$ cat src/rtl/core/mspd_pkg.sv
// Shared types and constants for the MSP v1 response deframer.
// No dependencies.
package mspd_pkg;

  localparam logic [7:0]  HDR_DOLLAR = 8'h24;
  localparam logic [7:0]  HDR_M      = 8'h4D;
  localparam logic [7:0]  HDR_GT     = 8'h3E;

  localparam logic        OP_BYTE = 1'b0;
  localparam logic        OP_TICK = 1'b1;

  localparam logic [1:0]  KIND_BYTE    = 2'd0;
  localparam logic [1:0]  KIND_GOOD    = 2'd1;
  localparam logic [1:0]  KIND_BADSUM  = 2'd2;
  localparam logic [1:0]  KIND_TIMEOUT = 2'd3;

  localparam logic [15:0] TIMEOUT_RESET = 16'd1000;
  localparam logic [15:0] GAP_MAX       = 16'hFFFF;

  typedef enum logic [2:0] {
    PH_HUNT = 3'd0,
    PH_M    = 3'd1,
    PH_GT   = 3'd2,
    PH_SIZE = 3'd3,
    PH_CMD  = 3'd4,
    PH_DATA = 3'd5,
    PH_SUM  = 3'd6
  } phase_t;

  typedef struct packed {
    logic       op;
    logic [7:0] rx_byte;
  } in_item_t;

  typedef struct packed {
    logic [1:0] kind;
    logic [7:0] data;
    logic [7:0] command;
    logic [7:0] payload_size;
  } out_item_t;

  typedef struct packed {
    logic      vld;
    out_item_t item;
  } step_res_t;

endpackage

$ cat src/rtl/core/msp_v1_response_deframer.sv
// Top level of the MSP v1 response deframer: input register, step core, result register.
// Depends on mspd_pkg and mspd_core.
//
//  channel | direction | handshake          | beat
//  --------+-----------+--------------------+------------------------------
//  in      | input     | in_valid / in_stall| op, rx_byte
//  out     | output    | out_valid/out_stall| kind, data, command, size
//  cfg     | input     | cfg_we             | byte timeout in ticks
//
// One beat per cycle while no result is held by out_stall; a result leaves
// through the input register, then the result register.
// Reset is synchronous on rst_n; it clears the frame state and sets the timeout to 1000.
// in_stall rises only while a result is held by out_stall with a beat waiting.
module msp_v1_response_deframer (
  input  logic                clk,
  input  logic                rst_n,
  input  logic                in_valid,
  output logic                in_stall,
  input  mspd_pkg::in_item_t  in_item,
  output logic                out_valid,
  input  logic                out_stall,
  output mspd_pkg::out_item_t out_item,
  input  logic                cfg_we,
  input  logic [15:0]         cfg_wdata
);
  import mspd_pkg::*;

  logic        in_valid_r;
  in_item_t    in_item_r;
  logic        out_valid_r;
  out_item_t   out_item_r;
  logic [15:0] timeout_r;
  logic        advance;
  logic        step_en;
  step_res_t   res;

  assign advance  = !out_valid_r || !out_stall;
  assign step_en  = in_valid_r && advance;
  assign in_stall = in_valid_r && !advance;

  mspd_core u_core (
    .clk           (clk),
    .rst_n         (rst_n),
    .step_en       (step_en),
    .item          (in_item_r),
    .timeout_ticks (timeout_r),
    .res           (res)
  );

  always_ff @(posedge clk) begin
    if (!rst_n) begin
      timeout_r <= TIMEOUT_RESET;
    end else if (cfg_we) begin
      timeout_r <= cfg_wdata;
    end
  end

  always_ff @(posedge clk) begin
    if (!rst_n) begin
      in_valid_r <= 1'b0;
    end else if (!in_stall) begin
      in_valid_r <= in_valid;
    end
  end

  always_ff @(posedge clk) begin
    if (!in_stall) begin
      in_item_r <= in_item;
    end
  end

  always_ff @(posedge clk) begin
    if (!rst_n) begin
      out_valid_r <= 1'b0;
    end else if (advance) begin
      out_valid_r <= step_en && res.vld;
    end
  end

  always_ff @(posedge clk) begin
    if (advance) begin
      out_item_r <= res.item;
    end
  end

  assign out_valid = out_valid_r;
  assign out_item  = out_item_r;

  a_stall_cause: assert property (@(posedge clk) disable iff (!rst_n)
    in_stall |-> (out_valid_r && out_stall))
    else $error("input stalled without a blocked result");

  a_timeout_data: assert property (@(posedge clk) disable iff (!rst_n)
    (out_valid_r && out_item_r.kind == KIND_TIMEOUT) |-> (out_item_r.data == 8'd0))
    else $error("timeout result carries nonzero data");

  a_reset_clears: assert property (@(posedge clk)
    !rst_n |=> (!out_valid_r && !in_valid_r))
    else $error("valid flags not cleared by reset");

endmodule

$ cat src/rtl/core/mspd_core.sv
// Frame state machine and per-beat step logic of the deframer.
// Depends on mspd_pkg.
module mspd_core (
  input  logic               clk,
  input  logic               rst_n,
  input  logic               step_en,
  input  mspd_pkg::in_item_t item,
  input  logic [15:0]        timeout_ticks,
  output mspd_pkg::step_res_t res
);
  import mspd_pkg::*;

  phase_t      phase_r, phase_nxt;
  logic [7:0]  remaining_r, remaining_nxt;
  logic [7:0]  xor_r, xor_nxt;
  logic [7:0]  cmd_r, cmd_nxt;
  logic [7:0]  size_r, size_nxt;
  logic [15:0] gap_r, gap_nxt;
  logic [15:0] gap_inc;
  logic        in_frame;
  logic        is_tick;
  logic        tmo_hit;
  logic [7:0]  b;

  assign b        = item.rx_byte;
  assign is_tick  = (item.op == OP_TICK);
  assign in_frame = (phase_r == PH_SIZE) || (phase_r == PH_CMD) ||
                    (phase_r == PH_DATA) || (phase_r == PH_SUM);
  assign gap_inc  = (gap_r == GAP_MAX) ? gap_r : gap_r + 16'd1;
  assign tmo_hit  = is_tick && in_frame && (gap_inc > timeout_ticks);

  // next phase
  always_comb begin
    phase_nxt = phase_r;
    if (is_tick) begin
      if (tmo_hit) begin
        phase_nxt = PH_HUNT;
      end
    end else begin
      unique case (phase_r)
        PH_HUNT: if (b == HDR_DOLLAR) phase_nxt = PH_M;
        PH_M: begin
          if (b == HDR_M)           phase_nxt = PH_GT;
          else if (b == HDR_DOLLAR) phase_nxt = PH_M;
          else                      phase_nxt = PH_HUNT;
        end
        PH_GT: begin
          if (b == HDR_GT)          phase_nxt = PH_SIZE;
          else if (b == HDR_DOLLAR) phase_nxt = PH_M;
          else                      phase_nxt = PH_HUNT;
        end
        PH_SIZE: phase_nxt = PH_CMD;
        PH_CMD:  phase_nxt = (remaining_r == 8'd0) ? PH_SUM : PH_DATA;
        PH_DATA: if (remaining_r == 8'd1) phase_nxt = PH_SUM;
        PH_SUM:  phase_nxt = PH_HUNT;
        default: phase_nxt = PH_HUNT;
      endcase
    end
  end

  // datapath and result
  always_comb begin
    remaining_nxt = remaining_r;
    xor_nxt       = xor_r;
    cmd_nxt       = cmd_r;
    size_nxt      = size_r;
    gap_nxt       = gap_r;
    res.vld       = 1'b0;
    res.item.kind = KIND_BYTE;
    res.item.data = 8'd0;
    // header fields reflect the frame as it stands when the result forms
    res.item.command      = cmd_r;
    res.item.payload_size = size_r;
    if (is_tick) begin
      if (tmo_hit) begin
        gap_nxt       = 16'd0;
        res.vld       = 1'b1;
        res.item.kind = KIND_TIMEOUT;
      end else if (in_frame) begin
        gap_nxt = gap_inc;
      end
    end else begin
      gap_nxt = 16'd0;
      unique case (phase_r)
        PH_GT: begin
          if (b == HDR_GT) begin
            cmd_nxt       = 8'd0;
            size_nxt      = 8'd0;
            xor_nxt       = 8'd0;
            remaining_nxt = 8'd0;
          end
        end
        PH_SIZE: begin
          size_nxt      = b;
          remaining_nxt = b;
          xor_nxt       = b;
        end
        PH_CMD: begin
          cmd_nxt = b;
          xor_nxt = xor_r ^ b;
        end
        PH_DATA: begin
          xor_nxt       = xor_r ^ b;
          remaining_nxt = remaining_r - 8'd1;
          res.vld       = 1'b1;
          res.item.kind = KIND_BYTE;
          res.item.data = b;
        end
        PH_SUM: begin
          res.vld       = 1'b1;
          res.item.kind = (b == xor_r) ? KIND_GOOD : KIND_BADSUM;
          res.item.data = b;
        end
        default: ;
      endcase
    end
  end

  always_ff @(posedge clk) begin
    if (!rst_n) begin
      phase_r     <= PH_HUNT;
      remaining_r <= 8'd0;
      xor_r       <= 8'd0;
      cmd_r       <= 8'd0;
      size_r      <= 8'd0;
      gap_r       <= 16'd0;
    end else if (step_en) begin
      phase_r     <= phase_nxt;
      remaining_r <= remaining_nxt;
      xor_r       <= xor_nxt;
      cmd_r       <= cmd_nxt;
      size_r      <= size_nxt;
      gap_r       <= gap_nxt;
    end
  end

endmodule
$ cat config.mk
export PLATFORM = sky130hd
export DESIGN_NAME = msp_v1_response_deframer
export DESIGN_NICKNAME = d
export VERILOG_FILES = /design/src/rtl/core/mspd_pkg.sv /design/src/rtl/core/msp_v1_response_deframer.sv /design/src/rtl/core/mspd_core.sv
export SDC_FILE = /design/constraint.sdc
export NUM_CORES = 1
export LEC_CHECK = 0
export BUFFER_PORTS_ARGS = -buffer_cell sky130_fd_sc_hd__buf_4
export CAP_MARGIN = 20
export CORE_UTILIZATION = 44
export CTS_BUF_LIST = sky130_fd_sc_hd__clkbuf_4 sky130_fd_sc_hd__clkbuf_8 sky130_fd_sc_hd__clkbuf_16
export DETAILED_ROUTE_END_ITERATION = 12
export PLACE_DENSITY = 0.71
export SYNTH_ARGS = -nofsm -noshare
export SYNTH_HDL_FRONTEND = slang
export SYNTH_SLANG_ARGS = --single-unit
$ cat constraint.sdc
create_clock -name clk -period 3.6 [get_ports clk]
set_clock_uncertainty 0.05 [all_clocks]
set_input_delay 0.36 -clock clk [delete_from_list [all_inputs] [get_ports clk]]
set_output_delay 0.36 -clock clk [all_outputs]
set_load 0.05 [all_outputs]
* Word-level counts from Yosys, hierarchy flattened
Index checks and enable logic that the tools add are counted.
** Storage, ports and cells
- Bits of input ports :: 30
- Register bits :: 104
- Word-level logic and storage cells :: 84
- Output and inout port bits :: 28
** Operators by class
- Reduce and logical (&&, ||, !) cells :: 25
- Order comparisons :: 1
- Eq/ne operators :: 17
- Bitwise gates (word level) :: 2
- Add/subtract/negate cells :: 2
- Mux-type cells :: 22
** Operators with widths (count)
- $mux 16 :: 4
- $pmux 8 s3 :: 2
- $pmux 8 s2 :: 2
- $mux 3 :: 8
- $pmux 11 s2 :: 1
- $reduce_and 4->1 :: 5
- $pmux 3 s6 :: 1
- $add 16x1->16 const B :: 1
- $eq 16x16->1 const B :: 1
- $eq 8x6->1 const B :: 2
- $gt 16x16->1 :: 1
- $eq 3x3->1 const B :: 3
- $eq 8x1->1 const B :: 1
- $eq 8x7->1 const B :: 1
- $eq 8x8->1 :: 1
- $logic_not 8->1 :: 1
- $mux 8 :: 1
- $sub 8x1->8 const B :: 1
- $xor 8x8->8 :: 1
- $eq 3x2->1 const B :: 2
- $reduce_bool 3->1 :: 2
- $logic_and 1x1->1 :: 5
- $logic_or 1x1->1 :: 4
- $mux 2 :: 2
- other kinds (12) :: 16

* Longest topological paths before layout
Gate-level depths: netlist of run 1.
- Depth in word-level cells :: 9
- Gate-level depth with buffers :: 15

* Modules after synthesis
A second synthesis of run 1 with hierarchy kept.
** Unflattened totals
- Cells, all modules :: 565
- Area total of the unflattened synthesis :: 5301.3 um2
** By module, submodules not included
- mspd_core :: area each 3570.9 um2, times used 1, cells an instance 470, sequential area each 1021.0 um2
- msp_v1_response_deframer :: area each 1730.4 um2, times used 1, cells an instance 95, sequential area each 1411.4 um2

* Least setup slack after synthesis of run 1
No wires, ideal clock.
- Path kind :: register to register
- Start :: register u_core.gap_r[0]
- End :: register u_core.gap_r[1]
- Buffers on the path :: 1
- Cell stages (with the launch flop) :: 16
- Setup slack :: 305 ps
- Data arrival time :: 3128 ps
- Cells stage by stage :: dfxtp_1 -> ha_1 -> and3_1 -> clkbuf_1 -> nand2_1 -> a41oi_2 -> nand4_1 -> xnor2_1 -> ha_1 -> nand4_2 -> nor4_4 -> a21bo_2 -> nand3_2 -> a211oi_4 -> a21o_1 -> a32o_2
** On the way
- Cells in the longest elaborated chain, start to end :: 6
- Elaborated cells on any way between the ends :: 10
- Classes of those cells :: 1 x add/sub; 1 x order compare; 2 x eq/ne; 4 x mux; 2 x reduce/logical
** Ends and longest elaborated chain
- start: declaration :: line mspd_core.sv:18 : logic [15:0] gap_r, gap_nxt;
- start signal: assignment :: line mspd_core.sv:133 : gap_r <= gap_nxt;
- $add 16x1->16 / $eq 16x16->1 (equally long branches) :: line mspd_core.sv:29 : assign gap_inc = (gap_r == GAP_MAX) ? gap_r : gap_r + 16'd1;
- $mux 16 (*) :: line mspd_core.sv:29
- $gt 16x16->1 :: line mspd_core.sv:30 : assign tmo_hit = is_tick && in_frame && (gap_inc > timeout_ticks);
- $logic_and 1x1->1 :: line mspd_core.sv:30
- $ne 3x1->1 (no line) / $mux 16 (equally long branches)
- $reduce_and 2->1 (no line) / $mux 16 (equally long branches)
Mark *: on every way between the ends. The rest lies on a longest branch, timed or not. The select of a mux whose other input is x is not followed.
A chain may end at the register's enable or synchronous reset.

* Worst setup path in the final report of run 1
- Start :: register u_core.gap_r[0]
- End :: register u_core.gap_r[0]
Same word-level chain as after synthesis.

==> flow_summary.yaml, run 1 <==
status:
  status: "finished, violations left"
  violations: "DRC"
logic_synthesis:
  syn-cell-area_um2: 5284
  ys.flop_type: "dfxtp_1"
  synth-seq-cells: 104
  async_flop_share_pct: 0
  synth.distinct_cells: 74
  seq_area_frac_synth_pct: 46.03
  yosys_warnings: 0
  syn-num-nets: 616
  synthCells: 563
  synth-edff-count: 35
  syn_area_per_cell_um2: 9.385
global_route:
  grt_max_degree: 43
  antenna_found_initial: 0
  grt_pass1_vias: 4041
  grt_usage_pct: 19.29
  grt_overflow_total: 0
  grt_pass1_wl_um: 19160
pwr:
  p_leak_nw: 2.496
  vdd.ir_drop.worst_v: 0.0002363
  power.total_mw: 2.283
  powerDensity_nw_per_um2: 373.6
cts:
  ctsHtreeMaxLevel: 3
  clock_latency_ns: 0.34
  clk_path_buf_depth: 2
  cts.sinks: 104
  cts_root_buffer: "clkbuf_16"
  cts_tree: "built"
  hold_buffers: 0
  clk_pin_slew_ns: 0.07
  cts_buffers: 9
floorplan:
  die_area_um2: 12450
  row_count: 39
  initial_core_util_pct: 45.69
  die_height_um: 111.6
  die_w_um: 111.6
  core-area_um2: 11560
  pin_count: 58
sta:
  finalHoldViolCount: 0
  rsz0062_at_grt: "no"
  max-slew-margin-rel_pct: 32.02
  setup_ws_ns: 0.2043
  min_period_ns: 3.396
  whs_ns: 0.1423
  slew_viol_final: 0
  max_freq_mhz: 294.5
  fin_tns_setup_ns: 0
  final-setup-viol-count: 0
  post-route-period-util_pct: 94.33
  worst_pin_slew_ns: 1.016
placed_design:
  portBuffers: 57
  gp_congestion: 0.8934
  dpl.hpwl_um: 8224
  pre_cts_ws_ns: 0.07332
routing:
  wl_per_cell_um: 15.29
  finalWirelength_um: 11540
  dr.pass1.iters: 8
  antenna_left: 0
  viasPerCell: 5.662
  drc: 10
  vias: 4275
  drtIter0Drc: 282
finish:
  fillers: 1031
  diodes: 0
  drive_above_1_share_pct: 20.42
  most-common-layout-cells: "buf_4 (65), dfxtp_1 (64), nand2_1 (57), nor2_1 (55)"
  final_common_cell: "buf_4"
  final_nets: 660
  syn_to_final_growth_pct: 15.68
critical_path:
  crit_required_ns: 3.78
  crit_path_cell_trace: "ha_2 > and3_2 > nand2_1 > a41oi_2 > nand4_1 > xnor2_1 > ha_1 > nand4_2 > nor4_4 > a21bo_2 > and3_4 > o211ai_4 > nor3_1 > a21o_1"
  cp_max_fo: 6
  start_kind: "flop"
  endpoint_kind: "flop"
  arrival_ns: 3.58
  slowest_stage: "dfxtp_2"
  crit_type: "flop to flop"
  cp_slowest_stage_delay_ns: 0.39
  rr_worst_depth: 14
worst_hold_path:
  hp-class: "input port to flop"
  hold_path_depth: 1
run:
  drv_cap: 0
-- cells in the mapped netlist (6+ instances only) --
master,n,area share [%]
clkbuf_1,15,1.1
a32oi_1,8,1.3
o211ai_1,8,1.1
nand3_1,25,2.4
and2_1,12,1.4
xor2_1,10,1.7
buf_2,12,1.1
inv_1,25,1.8
o21ai_1,6,0.57
a21o_1,6,0.85
or3_1,6,0.71
mux2i_1,10,1.9
nor3_1,9,0.85
nor2_1,56,4.0
a22oi_1,12,1.7
ha_1,23,5.4
edfxtp_1,35,20
o21ai_0,33,3.1
dfxtp_1,69,26
nand2_1,57,4.0
xnor2_1,8,1.3
a21oi_1,36,3.4
-- worst max-delay path: cells and delay by family (launching register included) --
kind / cells / cell delay [ns]
AO/OA/AOI/OAI: 4 / 0.90
flip-flops: 1 / 0.39
adder cells (fa/ha/maj): 2 / 0.53
AND/OR/NAND/NOR: 7 / 1.26
XOR/XNOR: 1 / 0.17
-- final timing paths --
path / startpoint / to / slack [ns]
worst max-delay path: u_core.gap_r[0]$_SDFFE_PN0P_ / u_core.gap_r[0]$_SDFFE_PN0P_ / 0.20
worst min-delay path: in_item[5] / in_item_r[5]$_DFFE_PN_ / 0.14
worst max register to register: u_core.gap_r[0]$_SDFFE_PN0P_ / u_core.gap_r[0]$_SDFFE_PN0P_ / 0.20
worst min register to register: u_core.size_r[4]$_SDFFE_PN0P_ / out_item[4]$_DFFE_PN_ / 0.38
-- power by group --
group / switching (mW) / leakage (nW) / total (mW) / internal, mW
sequential: 0.0173 / 0.978 / 1.24 / 1.22
clock: 0.442 / 0.135 / 0.930 / 0.488
combinational: 0.0638 / 1.38 / 0.114 / 0.0499
total: 0.523 / 2.50 / 2.28 / 1.76
-- registers in the layout, indices dropped and copies added (netlist names), 8 cells and up --
name and count:
u_core.remaining_r 8, timeout_r 16, u_core.size_r 8, out_item 26
u_core.gap_r 16, u_core.cmd_r 8, in_item_r 9, u_core.xor_r 8
-- what timing repair did --
item / CTS / global route
gates resized for setup: 0 / 12
endpoints found under the setup margin: 0 / 22
buffers inserted: 0 / 2
hold endpoints to repair: 0 / 0
-- area by class of cell --
type / instances / area, um2 / area share [%]
clock buffers: 10 / 232.7 / 3.808
well taps: 143 / 178.9 / 2.927
multi-input cells: 400 / 2614 / 42.76
clock inverters: 6 / 57.56 / 0.9417
flip-flops and latches: 104 / 2439 / 39.90
inverters: 27 / 102.6 / 1.679
repair buffers: 65 / 488.0 / 7.984
-- kinds of logic (layout without fill, tap and decap cells) --
| family | count (synthesis) | count (layout) | synth area share (%) |
|---|---|---|---|
| flops | 104 | 104 | 46.03 |
| compound gates | 144 | 144 | 18.40 |
| simple gates | 203 | 203 | 19.96 |
| buf+inv | 59 | 108 | 4.854 |
| xor+xnor | 18 | 18 | 2.984 |
| mux | 12 | 12 | 2.321 |
| fa+ha+maj | 23 | 23 | 5.446 |
-- layer usage --
metal  global-route usage (%)  up-vias  share of wire, %
li1                         -     2113                 -
met1                    22.01     2010                43
met2                    34.17      136                50
met3                    4.954       16               5.0
met4                    8.198        0               2.5
met5                        0        -                 0
-- metrics by stage --
step | cells | area, um2 | utilization (%)
after floorplan | 563 | 5284 | -
after global placement | 737 | 5782 | 49.99
final | 755 | 6112 | 52.85
after CTS | 753 | 6072 | 52.50
after detailed placement | 737 | 5782 | 49.99
after global routing | 755 | 6112 | 52.85
Note: power is estimated with default switching activity, not from simulation.
==> inputs of run 2 (changes only) <==
--- a/config.mk
+++ b/config.mk
@@ -11,6 +11,7 @@
 export CTS_BUF_LIST = sky130_fd_sc_hd__clkbuf_4 sky130_fd_sc_hd__clkbuf_8 sky130_fd_sc_hd__clkbuf_16
 export DETAILED_ROUTE_END_ITERATION = 12
 export PLACE_DENSITY = 0.71
+export REMOVE_ABC_BUFFERS = 1
 export SYNTH_ARGS = -nofsm -noshare
 export SYNTH_HDL_FRONTEND = slang
 export SYNTH_SLANG_ARGS = --single-unit
==> run 2 against run 1 <==
  * The run still ends with DRC left
  * Largest power group unchanged
  * Setup slack lost 0.089 ns
  * Register-to-register slack got worse by 0.09 ns
  * Critical endpoint is now u_core.gap_r[1]$_SDFFE_PN0P_
  * Final cell count down 0.26%
  * Critical path depth decreased by 1
  * Sequential power about the same
  * Fmax fell by 2.5%
==> flow_summary.yaml, run 2 (synthesis gave the netlist of run 1 again) <==
sta:
  whs_ns: 0.1270
  post-route-period-util_pct: 96.78
  finalHoldViolCount: 0
  worst_pin_slew_ns: 1.028
  fin_tns_setup_ns: 0
  final-setup-viol-count: 0
  setup_ws_ns: 0.1158
  max-slew-margin-rel_pct: 31.30
  min_period_ns: 3.484
  max_freq_mhz: 287.0
  slew_viol_final: 0
floorplan:
  initial_core_util_pct: 45.69
  row_count: 39
  die_area_um2: 12450
  core-area_um2: 11560
  die_w_um: 111.6
  pin_count: 58
  die_height_um: 111.6
finish:
  largest_reg_flops: 26
  post-route-util_pct: 53.12
  final_nets: 659
  syn_to_final_growth_pct: 16.27
  most-common-layout-cells: "dfxtp_1 (64), buf_4 (64), nand2_1 (57), nor2_1 (55), a21oi_1 (36)"
  final_area_um2: 6143
  diodes: 0
  drive_above_1_share_pct: 19.67
  fillers: 1031
critical_path:
  regToRegSetupSlack_ns: 0.12
  cp_max_fo: 7
  start_kind: "flop"
  crit_type: "flop to flop"
  arrival_ns: 3.68
  crit_required_ns: 3.80
  endpoint_kind: "flop"
cts:
  cts_tree: "built"
  clock_latency_ns: 0.35
  hold_buffers: 0
  ctsHtreeMaxLevel: 3
  cts_buffers: 9
  cts_root_buffer: "clkbuf_16"
  clk_path_buf_depth: 2
  clk_pin_slew_ns: 0.07
  cts.sinks: 104
routing:
  vias: 4230
  finalWirelength_um: 11490
  routed-wl-met2_um: 5678
  routed.top_layer: "met4"
  dr.pass1.iters: 11
  wl_met1_um: 5107
  wl_met3_um: 466
  drc: 7
  drtIter0Drc: 220
  antenna_left: 0
  wl_per_cell_um: 15.26
  viasPerCell: 5.618
pwr:
  p_leak_nw: 2.508
  p_comb_share_pct: 4.4
  p_int_mw: 1.897
  power_frac_seq_pct: 51.8
  vdd.ir_drop.worst_v: 0.0002013
  switchingPower_mw: 0.5067
  powerDensity_nw_per_um2: 391.3
  clkPwrFrac_pct: 43.8
  switching_share_pct: 21.08
global_route:
  grt_usage_pct: 19.15
  grt_pass1_vias: 3977
  antenna_found_initial: 0
  grt_overflow_total: 0
  grt_pass1_wl_um: 19020
  grt_max_degree: 29
run:
  drv_cap: 0
placed_design:
  portBuffers: 57
  pre_cts_ws_ns: 0.03358
  placedInstanceArea_um2: 5774
  dpl.hpwl_um: 8062
  gp_congestion: 0.8717
worst_hold_path:
  hp-class: "input port to flop"
status:
  violations: "DRC"
  status: "finished, violations left"
[run 2: worst max-delay path, stage by stage (launching register included)]
cell and delay (ns):
dfxtp_2 0.39, and4_4 0.27, and3_4 0.25, nand4_1 0.13, mux2_2 0.32, ha_1 0.33
nand4_2 0.17, nor4_4 0.38, a21bo_2 0.28, nand3_2 0.15, a211oi_4 0.09, buf_4 0.16
a21o_1 0.18, a32o_2 0.22
[run 2: routing by layer]
metal / vias up / track usage, %
met3: 15 / 3.321
met4: 0 / 8.559
met2: 114 / 32.92
met1: 1991 / 23.54
li1: 2110 / -
met5: - / 0
[run 2: power by group through the flow]
stage	combinational (mW)	clock [mW]	sequential (mW)
finish	0.107	1.05	1.24
global route	0.118	1.12	1.25
CTS	0.108	1.07	1.24
global placement	0.105	0	1.27
floorplan	0.0569	0	1.26
detailed placement	0.108	0	1.27
[run 2: path summary, 6_finish.rpt]
check        cells after the start                            to                          start
max reg2reg                     13  u_core.gap_r[1]$_SDFFE_PN0P_   u_core.gap_r[8]$_SDFFE_PN0P_
min                              1        in_item_r[3]$_DFFE_PN_                     in_item[3]
min reg2reg                      0         out_item[7]$_DFFE_PN_  u_core.size_r[7]$_SDFFE_PN0P_
max                             13  u_core.gap_r[1]$_SDFFE_PN0P_   u_core.gap_r[8]$_SDFFE_PN0P_
[run 2: cell type report]
type | count | area (um2) | area share [%]
Tap cell | 143 | 178.9 | 2.912
Sequential cell | 104 | 2439 | 39.69
Clock buffer | 10 | 239.0 | 3.890
Timing Repair Buffer | 64 | 480.5 | 7.821
Multi-Input combinational cell | 400 | 2624 | 42.71
Clock inverter | 5 | 80.08 | 1.303
Inverter | 27 | 102.6 | 1.670
[run 2: metrics by stage]
stage	instances	power, mW
2_1_floorplan	531	1.320
3_3_place_gp	736	1.375
3_5_place_dp	736	1.378
4_1_cts	751	2.423
5_1_grt	753	2.483
6_report	753	2.404
[run 2: timing repair]
action                                  4_1_cts  5_1_grt
setup buffers                                 0        2
resized for setup                             0       14
endpoints found under the setup margin        0       22
==> inputs of run 3 (changes only) <==
--- a/config.mk
+++ b/config.mk
@@ -5,8 +5,9 @@
 export SDC_FILE = /design/constraint.sdc
 export NUM_CORES = 1
 export LEC_CHECK = 0
-export BUFFER_PORTS_ARGS = -buffer_cell sky130_fd_sc_hd__buf_4
+export BUFFER_PORTS_ARGS = -buffer_cell sky130_fd_sc_hd__buf_2
 export CAP_MARGIN = 20
+export CORE_MARGIN = 1.5
 export CORE_UTILIZATION = 44
 export CTS_BUF_LIST = sky130_fd_sc_hd__clkbuf_4 sky130_fd_sc_hd__clkbuf_8 sky130_fd_sc_hd__clkbuf_16
 export DETAILED_ROUTE_END_ITERATION = 12
==> run 3 against run 2 <==
  * The run now ends clean
  * Via count increased by 0.66%
  * Die area is 1.8% higher
  * Sequential power about the same
  * Wire length increased by 0.73%
  * Critical path type unchanged
==> flow_summary.yaml, run 3 (synthesis gave the netlist of run 1 again) <==
status:
  status: "complete, no violations"
finish:
  post-route-util_pct: 52.36
  largest_reg_flops: 26
  fillers: 1024
  diodes: 0
  final_nets: 660
  final_common_cell: "dfxtp_1"
  fin_cells: 755
  seqCellArea_um2: 2444
  multi_input_area_um2: 2671
  most-common-layout-cells: "dfxtp_1 (62), nand2_1 (57), buf_2 (57), nor2_1 (54), a21oi_1 (36)"
  drive_above_1_share_pct: 20.75
  final_area_um2: 6056
  syn_to_final_growth_pct: 14.61
global_route:
  grt_pass1_vias: 3945
  antenna_found_initial: 0
  grt_use_met3_pct: 3.996
  gr-usage-met1_pct: 23.36
  grt_max_degree: 32
  met2_usage_pct: 31.54
  grt_usage_pct: 18.60
  grt_overflow_total: 0
  busiest_layer: "met2"
  grt_pass1_wl_um: 18850
critical_path:
  critical_path_buf_inv_count: 1
  arrival_ns: 3.66
  crit_path_cell_trace: "ha_4 > and3_4 > nand2_1 > a41oi_4 > nand4_1 > xnor2_1 > ha_1 > nand4_2 > nor4_4 > a21bo_2 > nand3_4 > a211oi_4 > buf_6 > a21o_1 > a32o_2"
  path_delay_family: "simple AND/OR/NAND/NOR gates"
  start_kind: "flop"
  crit_type: "flop to flop"
  slowest_stage: "dfxtp_4"
  cp_max_fo: 8
  cp_slowest_stage_delay_ns: 0.40
  endpoint_kind: "flop"
  crit_required_ns: 3.80
cts:
  clock_latency_ns: 0.36
  cts_buffers: 9
  clk_path_buf_depth: 2
  cts.sinks: 104
  hold_buffers: 0
  clk_pin_slew_ns: 0.08
  ctsHtreeMaxLevel: 3
  cts_root_buffer: "clkbuf_16"
  cts_tree: "built"
floorplan:
  die_w_um: 112.6
  die_height_um: 112.6
  die_area_um2: 12680
  initial_core_util_pct: 45.69
  pin_count: 58
  core-area_um2: 11560
  row_count: 39
pwr:
  vdd.ir_drop.worst_v: 0.0002075
  p_leak_nw: 2.483
  power.total_mw: 2.303
  powerDensity_nw_per_um2: 380.4
sta:
  finalHoldViolCount: 0
  slew_viol_final: 0
  worst_pin_slew_ns: 0.9810
  setup_ws_ns: 0.1347
  fin_tns_setup_ns: 0
  max-slew-margin-rel_pct: 34.36
  min_period_ns: 3.465
  whs_ns: 0.1322
  max_freq_mhz: 288.6
  post-route-period-util_pct: 96.26
  final-setup-viol-count: 0
placed_design:
  dpl.hpwl_um: 8161
  dp_cells: 734
  placedInstanceArea_um2: 5617
  pre_cts_ws_ns: -0.03782
  portBuffers: 57
  gp_congestion: 0.8774
routing:
  antenna_left: 0
  drtIter0Drc: 295
  wl_per_cell_um: 15.33
  finalWirelength_um: 11570
  viasPerCell: 5.640
  dr.pass1.iters: 4
  drc: 0
  vias: 4258
run:
  drv_cap: 0
worst_hold_path:
  hp-class: "input port to flop"
## run 3: cell count changes in the layout (fill, tap and decap cells not counted), sizes merged
cell / before / now
clkinv: 3 / 5
buf: 64 / 65
clkinvlp: 1 / 0
inv: 26 / 28
bufinv: 2 / 0
## run 3: repair_timing
action | 4_1_cts | 5_1_grt
endpoints found under the setup margin | 7 | 22
setup buffers | 0 | 4
pin swaps | 2 | 5
resized for setup | 0 | 24
## run 3: where the power goes
group	total [mW]	switching [mW]	internal [mW]	leakage [nW]
clock	0.963	0.463	0.500	0.145
sequential	1.25	0.0229	1.22	0.980
combinational	0.0957	0.0565	0.0392	1.36
total	2.30	0.543	1.76	2.48
## run 3: layer usage
metal  vias to the layer above  wire length, um
met3                        23              542
met1                      1990             5190
li1                       2118                -
met2                       127             5590
met4                         0              249
met5                         -                0
## run 3: worst register-to-register path, delay by kind of cell, from the launching register on
| kind | cells | cell delay (ns) |
|---|---|---|
| compound gates | 5 | 1.00 |
| xor+xnor | 1 | 0.17 |
| fa+ha+maj | 2 | 0.47 |
| buf+inv | 1 | 0.18 |
| flops | 1 | 0.40 |
| simple gates | 6 | 1.07 |
## run 3: area by class of cell
cell class                      instances  area share, %
Clock buffer                           10          3.946
Clock inverter                          6         0.8471
Inverter                               27          1.694
Multi-Input combinational cell        400          44.11
Sequential cell                       104          40.35
Tap cell                              143          2.955
Timing Repair Buffer                   65          6.095
## run 3: worst paths after layout
check	from	end	cells after the start	slack, ns
max reg2reg	u_core.gap_r[0]$_SDFFE_PN0P_	u_core.gap_r[1]$_SDFFE_PN0P_	15	0.13
min	in_item[0]	in_item_r[0]$_DFFE_PN_	1	0.13
min reg2reg	u_core.size_r[4]$_SDFFE_PN0P_	out_item[4]$_DFFE_PN_	0	0.38
max	u_core.gap_r[0]$_SDFFE_PN0P_	u_core.gap_r[1]$_SDFFE_PN0P_	15	0.13
